$ cat src/design/arpc_pkg.sv
// Shared types and codes for the ARP cache with request retry.
package arpc_pkg;

    // Operation codes carried by an input item.
    localparam logic [2:0] OP_LOOKUP = 3'd0;
    localparam logic [2:0] OP_INSERT = 3'd1;
    localparam logic [2:0] OP_QUEUE  = 3'd2;
    localparam logic [2:0] OP_REMOVE = 3'd3;
    localparam logic [2:0] OP_TICK   = 3'd4;
    localparam logic [2:0] OP_CLEAR  = 3'd5;

    // Result kinds carried by an output item.
    localparam logic [2:0] KIND_LOOKUP  = 3'd0;
    localparam logic [2:0] KIND_INSERT  = 3'd1;
    localparam logic [2:0] KIND_QUEUE   = 3'd2;
    localparam logic [2:0] KIND_REMOVE  = 3'd3;
    localparam logic [2:0] KIND_SEND    = 3'd4;
    localparam logic [2:0] KIND_UNREACH = 3'd5;
    localparam logic [2:0] KIND_DONE    = 3'd6;

    // Configuration register indexes.
    localparam logic REG_MAX_SENDS = 1'b0;
    localparam logic REG_TIMEOUT   = 1'b1;

    localparam int CFG_DATA_W = 8;

    typedef struct packed {
        logic [2:0]  operation;
        logic [31:0] ip_addr;
        logic [47:0] mac_addr;
        logic [3:0]  port_index;
    } in_item_t;

    typedef struct packed {
        logic [2:0]  kind;
        logic        hit;
        logic [47:0] mac_out;
        logic [31:0] ip_out;
        logic [3:0]  port_out;
        logic [7:0]  waiting_count;
        logic        table_full;
        logic        last;
    } out_item_t;

    typedef enum logic [2:0] {
        S_IDLE,
        S_LOOK,
        S_EMIT,
        S_TICK,
        S_AGE
    } state_t;

endpackage

$ cat src/design/arp_cache_with_request_retry.sv
// Top level of the ARP cache with pending-request retry.

// Each item is handled alone: a lookup passes decode with tag match, a read of
// the MAC memory and the result into the output register; insert, queue, remove
// and clear skip the MAC read. A tick walks the request table one slot a cycle,
// stalling on each notice until the output register is free, then ages every
// cache entry at once.
// IP tags, ages and the request table sit in registers and are matched in
// parallel; MAC addresses live in a synchronous memory with one read port.
// After reset both tables are empty at once; no clearing pass is needed.
module arp_cache_with_request_retry #(
    parameter int CACHE_SLOTS   = 16,
    parameter int REQUEST_SLOTS = 8
) (
    input  logic                            clk,
    input  logic                            rst_n,
    input  logic                            in_valid,
    output logic                            in_ready,
    input  arpc_pkg::in_item_t              in_item,
    output logic                            out_valid,
    input  logic                            out_ready,
    output arpc_pkg::out_item_t             out_item,
    input  logic                            cfg_we,
    input  logic                            cfg_index,
    input  logic [arpc_pkg::CFG_DATA_W-1:0] cfg_data
);
    import arpc_pkg::*;

    localparam int CIDX_W = $clog2(CACHE_SLOTS);
    localparam int RIDX_W = (REQUEST_SLOTS > 1) ? $clog2(REQUEST_SLOTS) : 1;
    localparam int WALK_W = $clog2(REQUEST_SLOTS + 1);
    localparam logic [WALK_W-1:0] WALK_END = WALK_W'(REQUEST_SLOTS);

    // Control state.
    state_t                   state_reg, state_next;
    logic [3:0]               max_sends_reg;
    logic [7:0]               timeout_reg;
    logic [CACHE_SLOTS-1:0]   entry_valid_reg;
    logic [REQUEST_SLOTS-1:0] pending_valid_reg;
    logic [WALK_W-1:0]        walk_reg;
    logic                     out_valid_reg;
    logic                     look_hit_reg;

    // Payload storage.
    logic [31:0] entry_ip_reg      [CACHE_SLOTS];
    logic [7:0]  entry_age_reg     [CACHE_SLOTS];
    logic [47:0] mac_mem           [CACHE_SLOTS];
    logic [47:0] mac_rd_reg;
    logic [31:0] pending_ip_reg    [REQUEST_SLOTS];
    logic [3:0]  pending_sends_reg [REQUEST_SLOTS];
    logic [3:0]  pending_port_reg  [REQUEST_SLOTS];
    logic [7:0]  pending_packets_reg [REQUEST_SLOTS];
    out_item_t   res_reg;
    out_item_t   out_reg;

    logic              acc;
    logic              out_free;
    logic              c_hit, c_free, r_hit, r_free;
    logic [CIDX_W-1:0] c_hit_idx, c_free_idx, c_slot;
    logic [RIDX_W-1:0] r_hit_idx, r_free_idx, walk_idx;
    logic              walk_unreach;
    logic [7:0]        pkt_sat;
    out_item_t         res_new, notice;
    logic              notice_load;

    assign acc      = in_valid && in_ready;
    assign out_free = !out_valid_reg || out_ready;
    assign in_ready = (state_reg == S_IDLE);
    assign out_valid = out_valid_reg;
    assign out_item  = out_reg;
    assign walk_idx  = walk_reg[RIDX_W-1:0];

    // Tag match and free slot search; the lowest index wins.
    always_comb
    begin
        c_hit = 1'b0; c_hit_idx = '0; c_free = 1'b0; c_free_idx = '0;
        for (int i = CACHE_SLOTS - 1; i >= 0; i--)
        begin
            if (entry_valid_reg[i] && entry_ip_reg[i] == in_item.ip_addr)
            begin
                c_hit = 1'b1; c_hit_idx = CIDX_W'(i);
            end
            if (!entry_valid_reg[i])
            begin
                c_free = 1'b1; c_free_idx = CIDX_W'(i);
            end
        end
        r_hit = 1'b0; r_hit_idx = '0; r_free = 1'b0; r_free_idx = '0;
        for (int i = REQUEST_SLOTS - 1; i >= 0; i--)
        begin
            if (pending_valid_reg[i] && pending_ip_reg[i] == in_item.ip_addr)
            begin
                r_hit = 1'b1; r_hit_idx = RIDX_W'(i);
            end
            if (!pending_valid_reg[i])
            begin
                r_free = 1'b1; r_free_idx = RIDX_W'(i);
            end
        end
        c_slot  = c_hit ? c_hit_idx : c_free_idx;
        pkt_sat = (pending_packets_reg[r_hit_idx] == 8'hFF) ? 8'hFF
                : pending_packets_reg[r_hit_idx] + 8'd1;
    end

    // Result of an accepted item, before any MAC read.
    always_comb
    begin
        res_new = '0;
        res_new.last = 1'b1;
        unique case (in_item.operation)
            OP_LOOKUP: res_new.kind = KIND_LOOKUP;
            OP_INSERT:
            begin
                res_new.kind = KIND_INSERT;
                if (!(c_hit || c_free))
                begin
                    res_new.table_full = 1'b1;
                end
                else if (r_hit)
                begin
                    res_new.hit           = 1'b1;
                    res_new.ip_out        = pending_ip_reg[r_hit_idx];
                    res_new.port_out      = pending_port_reg[r_hit_idx];
                    res_new.waiting_count = pending_packets_reg[r_hit_idx];
                end
            end
            OP_QUEUE:
            begin
                res_new.kind = KIND_QUEUE;
                if (r_hit)
                begin
                    res_new.ip_out        = pending_ip_reg[r_hit_idx];
                    res_new.port_out      = pending_port_reg[r_hit_idx];
                    res_new.waiting_count = pkt_sat;
                end
                else if (r_free)
                begin
                    res_new.ip_out        = in_item.ip_addr;
                    res_new.port_out      = in_item.port_index;
                    res_new.waiting_count = 8'd1;
                end
                else
                begin
                    res_new.table_full = 1'b1;
                end
            end
            OP_REMOVE: res_new.kind = KIND_REMOVE;
            default:   res_new.kind = KIND_DONE;
        endcase
    end

    // Notice for the request slot under the tick walker.
    always_comb
    begin
        walk_unreach = (pending_sends_reg[walk_idx] >= max_sends_reg);
        notice = '0;
        notice.kind          = walk_unreach ? KIND_UNREACH : KIND_SEND;
        notice.ip_out        = pending_ip_reg[walk_idx];
        notice.port_out      = pending_port_reg[walk_idx];
        notice.waiting_count = pending_packets_reg[walk_idx];
        notice_load = (state_reg == S_TICK) && (walk_reg != WALK_END)
                    && pending_valid_reg[walk_idx] && out_free;
    end

    // Next state.
    always_comb
    begin
        state_next = state_reg;
        unique case (state_reg)
            S_IDLE:
            begin
                if (acc)
                begin
                    priority case (in_item.operation)
                        OP_LOOKUP: state_next = S_LOOK;
                        OP_INSERT, OP_QUEUE, OP_REMOVE, OP_CLEAR:
                            state_next = S_EMIT;
                        OP_TICK:   state_next = S_TICK;
                        default:   state_next = S_IDLE;
                    endcase
                end
            end
            S_LOOK: state_next = S_EMIT;
            S_EMIT:
            begin
                if (out_free)
                begin
                    state_next = S_IDLE;
                end
            end
            S_TICK:
            begin
                if (walk_reg == WALK_END)
                begin
                    state_next = S_AGE;
                end
            end
            S_AGE:   state_next = S_EMIT;
            default: state_next = S_IDLE;
        endcase
    end

    always_ff @(posedge clk or negedge rst_n)
    begin
        if (!rst_n)
        begin
            state_reg <= S_IDLE;
        end
        else
        begin
            state_reg <= state_next;
        end
    end

    // Control registers: configuration, valid bits, walker, output valid.
    always_ff @(posedge clk or negedge rst_n)
    begin
        if (!rst_n)
        begin
            max_sends_reg     <= 4'd5;
            timeout_reg       <= 8'd30;
            entry_valid_reg   <= '0;
            pending_valid_reg <= '0;
            walk_reg          <= '0;
            out_valid_reg     <= 1'b0;
            look_hit_reg      <= 1'b0;
        end
        else
        begin
            if (cfg_we)
            begin
                unique case (cfg_index)
                    REG_MAX_SENDS: max_sends_reg <= cfg_data[3:0];
                    REG_TIMEOUT:   timeout_reg   <= cfg_data;
                    default:       max_sends_reg <= max_sends_reg;
                endcase
            end
            if ((state_reg == S_EMIT && out_free) || notice_load)
            begin
                out_valid_reg <= 1'b1;
            end
            else if (out_valid_reg && out_ready)
            begin
                out_valid_reg <= 1'b0;
            end
            if (acc)
            begin
                look_hit_reg <= c_hit;
                walk_reg     <= '0;
                unique case (in_item.operation)
                    OP_INSERT:
                    begin
                        if (c_hit || c_free)
                        begin
                            entry_valid_reg[c_slot] <= 1'b1;
                        end
                    end
                    OP_QUEUE:
                    begin
                        if (!r_hit && r_free)
                        begin
                            pending_valid_reg[r_free_idx] <= 1'b1;
                        end
                    end
                    OP_REMOVE:
                    begin
                        if (r_hit)
                        begin
                            pending_valid_reg[r_hit_idx] <= 1'b0;
                        end
                    end
                    OP_CLEAR:
                    begin
                        entry_valid_reg   <= '0;
                        pending_valid_reg <= '0;
                    end
                    default:
                    begin
                    end
                endcase
            end
            if (state_reg == S_TICK && walk_reg != WALK_END)
            begin
                if (!pending_valid_reg[walk_idx] || out_free)
                begin
                    walk_reg <= walk_reg + WALK_W'(1);
                end
                if (notice_load && walk_unreach)
                begin
                    pending_valid_reg[walk_idx] <= 1'b0;
                end
            end
            if (state_reg == S_AGE)
            begin
                for (int i = 0; i < CACHE_SLOTS; i++)
                begin
                    if (entry_valid_reg[i] && ((entry_age_reg[i] == 8'hFF)
                        || (entry_age_reg[i] + 9'd1 >= {1'b0, timeout_reg})))
                    begin
                        entry_valid_reg[i] <= 1'b0;
                    end
                end
            end
        end
    end

    // Payload storage, pending result and output register.
    always_ff @(posedge clk)
    begin
        mac_rd_reg <= mac_mem[c_hit_idx];
        if (acc)
        begin
            res_reg <= res_new;
            unique case (in_item.operation)
                OP_INSERT:
                begin
                    if (c_hit || c_free)
                    begin
                        entry_ip_reg[c_slot]  <= in_item.ip_addr;
                        entry_age_reg[c_slot] <= 8'd0;
                        mac_mem[c_slot]       <= in_item.mac_addr;
                    end
                end
                OP_QUEUE:
                begin
                    if (r_hit)
                    begin
                        pending_packets_reg[r_hit_idx] <= pkt_sat;
                    end
                    else if (r_free)
                    begin
                        pending_ip_reg[r_free_idx]      <= in_item.ip_addr;
                        pending_sends_reg[r_free_idx]   <= 4'd0;
                        pending_port_reg[r_free_idx]    <= in_item.port_index;
                        pending_packets_reg[r_free_idx] <= 8'd1;
                    end
                end
                default:
                begin
                end
            endcase
        end
        if (state_reg == S_LOOK)
        begin
            res_reg.hit     <= look_hit_reg;
            res_reg.mac_out <= look_hit_reg ? mac_rd_reg : 48'd0;
        end
        if (notice_load && !walk_unreach)
        begin
            pending_sends_reg[walk_idx] <= pending_sends_reg[walk_idx] + 4'd1;
        end
        if (state_reg == S_AGE)
        begin
            for (int i = 0; i < CACHE_SLOTS; i++)
            begin
                if (entry_age_reg[i] != 8'hFF)
                begin
                    entry_age_reg[i] <= entry_age_reg[i] + 8'd1;
                end
            end
        end
        if (state_reg == S_EMIT && out_free)
        begin
            out_reg <= res_reg;
        end
        else if (notice_load)
        begin
            out_reg <= notice;
        end
    end

    // A tick always starts the request walk.
    a_tick_walk: assert property (@(posedge clk) disable iff (!rst_n)
        acc && in_item.operation == OP_TICK |=> state_reg == S_TICK && walk_reg == '0)
        else $error("tick did not start the request walk");

    // The walker never runs past the end of the request table.
    a_walk_range: assert property (@(posedge clk) disable iff (!rst_n)
        walk_reg <= WALK_END)
        else $error("request walker out of range");

    // Only tick notices leave without the last mark.
    a_last_kind: assert property (@(posedge clk) disable iff (!rst_n)
        out_valid_reg && !out_reg.last |->
        out_reg.kind == KIND_SEND || out_reg.kind == KIND_UNREACH)
        else $error("non-notice item without last mark");

    // Clear empties both tables.
    a_clear: assert property (@(posedge clk) disable iff (!rst_n)
        acc && in_item.operation == OP_CLEAR |=>
        entry_valid_reg == '0 && pending_valid_reg == '0)
        else $error("clear left valid entries");

endmodule
$ cat config.mk
export PLATFORM = sky130hd
export DESIGN_NAME = arp_cache_with_request_retry
export DESIGN_NICKNAME = d
export VERILOG_FILES = /design/src/design/arpc_pkg.sv /design/src/design/arp_cache_with_request_retry.sv
export SDC_FILE = /design/constraint.sdc
export NUM_CORES = 2
export LEC_CHECK = 0
export BUFFER_PORTS_ARGS = -buffer_cell sky130_fd_sc_hd__buf_2
export CAP_MARGIN = 5
export CORE_ASPECT_RATIO = 1.4
export CORE_MARGIN = 2
export CORE_UTILIZATION = 35
export CTS_CLUSTER_DIAMETER = 30
export DETAILED_ROUTE_END_ITERATION = 16
export HOLD_SLACK_MARGIN = 0.12
export PLACE_DENSITY = 0.58
export SLEW_MARGIN = 0
export SYNTH_ARGS = -nofsm -noshare
export SYNTH_HDL_FRONTEND = slang
export SYNTH_SLANG_ARGS = --single-unit
$ cat constraint.sdc
create_clock -name clk -period 9.45 [get_ports clk]
set_input_delay 1.89 -clock clk [delete_from_list [all_inputs] [get_ports clk]]
set_output_delay 1.89 -clock clk [all_outputs]
set_load 0.02 [all_outputs]
* After elaboration in Yosys (flattened, before gate mapping) *
Memories as Yosys holds them, arrays and structs flattened. A register that Yosys moved wholly into a read port is not among the register bits.
Index checks and enable logic that the tools add are counted.
W data, S select, Z words.

word-level totals
  logic and storage cells = 491
  input port bits = 101
  flip-flop bits (word level) = 240
  RAM bits = 1792
  memories = 7

operators by class
  $add $sub $neg = 35
  eq/ne operators = 71
  multiplexer cells = 233
  bitwise logic cells = 7
  magnitude comparators = 25
  reductions and logical operators = 90

memory list
  memory               words  bits a word  rd ports  clocked after Yosys merged registers in  write ports  line                                text
  mac_mem              16     48           1         1                                        1            arp_cache_with_request_retry.sv:47  logic [47:0] mac_mem [CACHE_SLOTS];
  entry_ip_reg         16     32           16        0                                        1            arp_cache_with_request_retry.sv:45  logic [31:0] entry_ip_reg [CACHE_SLOTS];
  pending_ip_reg       8      32           10        0                                        1            arp_cache_with_request_retry.sv:49  logic [31:0] pending_ip_reg [REQUEST_SLOTS];
  entry_age_reg        16     8            16        0                                        16           arp_cache_with_request_retry.sv:46  logic [7:0] entry_age_reg [CACHE_SLOTS];
  pending_packets_reg  8      8            2         0                                        1            arp_cache_with_request_retry.sv:52  logic [7:0] pending_packets_reg [REQUEST_SLOTS];
  pending_port_reg     8      4            2         0                                        1            arp_cache_with_request_retry.sv:51  logic [3:0] pending_port_reg [REQUEST_SLOTS];
  1 more memories      -      -            -         -                                        -            -

operator list
  cell                   number
  $eq A32 B32 Y1         24
  $mux W98               2
  $mux W44               4
  $mux W4                38
  $add A8 B1 Y9 const B  16
  $ge A9 B8 Y1           16
  $mux W1                143
  $add A8 B1 Y8 const B  17
  $eq A8 B8 Y1 const B   17
  $ne A8 B8 Y1 const B   16
  $mux W95               1
  $pmux W45 S2           1
  $mux W8                8
  $mux W3                21
  $logic_and A1 B1 Y1    53
  $mux W49               1
  $mux W16               3
  $mux W48               1
  $pmux W16 S2           1
  $pmux W3 S4            2
  $pmux W8 S3            1
  $logic_or A1 B1 Y1     20
  $and A8 B8 Y8          2
  $not A8 Y8             2
  28 further kinds       51

* Logic depth before layout (Yosys ltp) *
An unclocked memory read counts as a cell.

  depth in word-level cells = 30
  depth in mapped cells = 18
  depth with buffers taken out = 14

* Worst setup path after synthesis *
Ideal clock, no wire load.

  path type = input port to flip-flop
  start = input in_item[75] (netlist name)
  end = memory entry_ip_reg[4][0] (enable)
  library setup time = 0.519 ns
  stages = 14
  path slack = 0.946 ns
  data arrival time = 7.985 ns
  path through = buf_2 -> buf_6 -> buf_2 -> xnor2_1 -> nand4_1 -> or3b_2 -> nor3_1 -> a41oi_1 -> o211ai_1 -> or4b_1 -> a41oi_2 -> o21a_1 -> nand2_1 -> nor2_1

on the way
  longest elaborated chain between the ends = 23
  elaborated cells between the ends (all ways) = 70

RTL lines
  what                           line                                 text
  from (decl)                    arp_cache_with_request_retry.sv:19   input arpc_pkg::in_item_t in_item,
  $eq A32 B32 Y1                 arp_cache_with_request_retry.sv:79   if (entry_valid_reg[i] && entry_ip_reg[i] == in_item.ip_addr)
  $logic_and A1 B1 Y1            arp_cache_with_request_retry.sv:79
  $mux W1 (16 in a row)          arp_cache_with_request_retry.sv:79
  $logic_or A1 B1 Y1             arp_cache_with_request_retry.sv:317  if (c_hit || c_free)
  $mux W1                        arp_cache_with_request_retry.sv:317
  $mux W1                        arp_cache_with_request_retry.sv:314  unique case (in_item.operation)
  $mux W1                        arp_cache_with_request_retry.sv:311  if (acc)
  $mux W1 (implied by the code)  arp_cache_with_request_retry.sv:319  entry_ip_reg[c_slot] <= in_item.ip_addr;
  to (decl)                      arp_cache_with_request_retry.sv:45

Parallel ways exist; a longest one is shown, timed or not.

* Worst setup path after layout *
  start = input in_item[57] (netlist name)
  end = memory entry_ip_reg[0][2] (enable)

The elaborated chain is that of the path after synthesis.

==> results.toml <==
[status]
status = "finished clean"

[synthesis]
synth_area_per_cell_sq_um = 13.4
syn_nets = 7379
synth_top_area_share_pct = 62.5
ys_warn_count = 0
synth-main-ff-cell = "edfxtp_1"
ys_seq_elements = 2080
synth_edf_count = 1987
synth_area_leaders = "edfxtp_1 62%, xor2_1 5.1%, xnor2_1 2.8%"
yosysSeqAreaShare_pct = 64.6
yosysTopAreaCell = "edfxtp_1"
syn_inst = 7126
yosysUniqueCellTypes = 94
ys_async_sr_fraction_pct = 2.16
netlist_area_sq_um = 95500

[finish]
synthToLayoutAreaGrowth_pct = 20.5
layout_common_cells = "1987 x edfxtp_1, 561 x xor2_1, 396 x clkbuf_16"
final_common_cell = "edfxtp_1"
final_area_sq_um = 115000
fin_cells = 11404
drive_gt1_share_pct = 16.2
largest_register_ffs = 768
layout.nets = 7761

[routing]
ant_nets = 0
vias = 64317
drtPass1Iterations = 7
drt_iter0_markers = 5972
drc = 0
wirelength_um = 331000
via_per_inst = 5.64
wl_per_cell_um = 29.0

[clock_network]
hold_buffers = 0
htree_levels = 5
cts_resized = 0
clk_pin_slew_ns = 0.05
clock_path_buffers = 4
postCtsSetupBuffers = 0
numCtsBuffers = 388
root_buffer = "clkbuf_16"
cts_sinks = 2080
cts_tree = "done"
clk_latency_ns = 0.93

[floorplanning]
io_pins = 201
start_util_pct = 35.1
std_cell_rows = 227
die_h_um = 622
fp.dieArea_sq_um = 277000
core_sq_um = 272000
die_w_um = 446

[timing]
relSlewSlack_pct = 14.0
skew_ns = 0.101
period_share_pct = 75.6
fmax_ghz = 0.140
finalSetupTns_ns = 0
rsz0062_at_grt = "no"
fin_crit_ns = 7.14
drv_slew = 0
setup_viol = 0
setup_slack_ns = 2.31
hold_viol_final = 0
worst_slew_pin_slew_ns = 1.29

[critical_path]
path_cells = "buf_2 > xor2_1 > nor4_1 > nand4_1 > nor4_1 > nor4_2 > and2_1 > nor4b_2 > buf_4 > nor3_1 > nand2_1 > nor2_4 > buf_4"
rrSetupSlack_ns = 3.84
crit_family = "simple AND/OR/NAND/NOR gates"
end_kind = "flip-flop"
critPathLaunchType = "input pin"
timing.rr.start = "pending_ip_reg[3][25]$_DFFE_PP_"
rr_worst_depth = 14
cp.arrival_ns = 7.63
slowest_delay_ns = 0.99
cpMaxStageDelayCell = "nor4_1"
r2r_end = "pending_packets_reg[4][5]$_DFFE_PP_"
required_ns = 9.94
crit_fanout = 31
critPathBufInv = 3
critPathKind = "in2reg"

[run]
maxCapViolations = 0

[placed_design]
port_buffers = 200
place_ws_ns = 1.48
dpl.cell_count = 10667
place_area_sq_um = 102000
hpwl_um = 211000
finalWeightedCongestion = 0.990

[global_routing]
antenna_found_initial = 31
grt_pass1_wl_um = 468000
grt_pass1_vias = 64278
grtUsageTotal_pct = 23.2
grt_max_degree = 197
overflow = 0

[hold_path]
hold_path_startpoint = "mac_rd_reg[19]$_DFF_P_"
min_to = "res_reg[65]$_DFFE_PP_"
min_path_cells = 1
hp-class = "reg2reg"

[pwr]
ir_worst_vdd_uv = 205
cellLeakagePower_uw = 0.0388
power_density_nw_per_um2 = 250
[logic make-up (layout without fill, tap and decap cells)]
family,Yosys count,after routing,synth area share [%]
other,0,13,0
and+or+nand+nor,2200,2200,12.6
DFF,2080,2080,64.6
xor gates and xnor gates,870,870,8.01
AOI/OAI and AO/OA,1091,1091,7.75
buffers and inverters,485,1201,2.35
muxes,248,248,2.68
adders and majority gates,152,152,1.99
[synth_stat cells, drive strengths merged (74+ instances only)]
| master | number |
|---|---|
| edfxtp | 1987 |
| xor2 | 561 |
| nand2 | 337 |
| nor3 | 309 |
| xnor2 | 309 |
| nor2 | 268 |
| clkbuf | 248 |
| a21oi | 247 |
| nor4 | 234 |
| and2 | 205 |
| buf | 185 |
| mux2i | 185 |
| nand3 | 181 |
| o21ai | 167 |
| a211oi | 164 |
| ha | 152 |
| nor2b | 138 |
| nand4 | 137 |
| a31oi | 120 |
| a22o | 90 |
| and3 | 90 |
| a221oi | 89 |
| or3 | 74 |
[per-layer routing]
metal	vias to the layer above	track usage, %	routed length, um
met3	868	4.25	22100
met5	-	0	107
met1	32393	27.0	123000
li1	28186	-	-
met4	18	13.9	22300
met2	2852	39.7	163000
[where the power goes]
part	leakage [uW]	switching (uW)	internal, uW
sequential	0.0189	279	10800
combinational	0.0134	2530	984
clock	0.00648	5070	9130
[through the flow]
stage | hold slack, ns | power, uW | util, %
finish | 0.469 | 28800 | 42.2
global route | 0.484 | 29700 | 42.2
CTS | 0.464 | 29000 | 42.2
detailed placement | 0.484 | 14800 | 37.3
global placement | 0.482 | 14700 | 37.3
floorplan | 0.450 | 13100 | -
[worst max path at each step]
stage                            from                            end  slack, ns  cells past startpoint
after floorplan           in_item[75]   entry_ip_reg[4][0]$_DFFE_PP_       0.95                     14
after global placement    in_item[61]  entry_ip_reg[0][16]$_DFFE_PP_       1.56                     14
after detailed placement  in_item[61]   entry_ip_reg[0][2]$_DFFE_PP_       1.48                     14
after CTS                 in_item[57]   entry_ip_reg[0][2]$_DFFE_PP_       2.40                     15
after global routing      in_item[61]   entry_ip_reg[0][2]$_DFFE_PP_       2.12                     14
final                     in_item[57]   entry_ip_reg[0][2]$_DFFE_PP_       2.31                     13
[area by class of cell]
type / count / area [sq um]
Fill cell: 24742 / 157000
Sequential cell: 2080 / 61800
Multi-Input combinational cell: 4561 / 32000
Clock buffer: 435 / 10100
Tap cell: 3549 / 4440
Clock inverter: 289 / 3350
Timing Repair Buffer: 425 / 3190
Inverter: 52 / 195
Antenna cell: 13 / 32.5
[worst register-to-register path, delay by kind of cell, from the launching register on]
kind | cells | cell delay (ns)
flip-flops | 1 | 0.42
XOR/XNOR | 1 | 0.57
AND/OR/NAND/NOR | 7 | 2.34
AO/OA/AOI/OAI | 3 | 1.29
adder cells (fa/ha/maj) | 1 | 0.36
multiplexers | 1 | 0.19
buffers and inverters | 1 | 0.17
(Power assumes the default switching activity.)
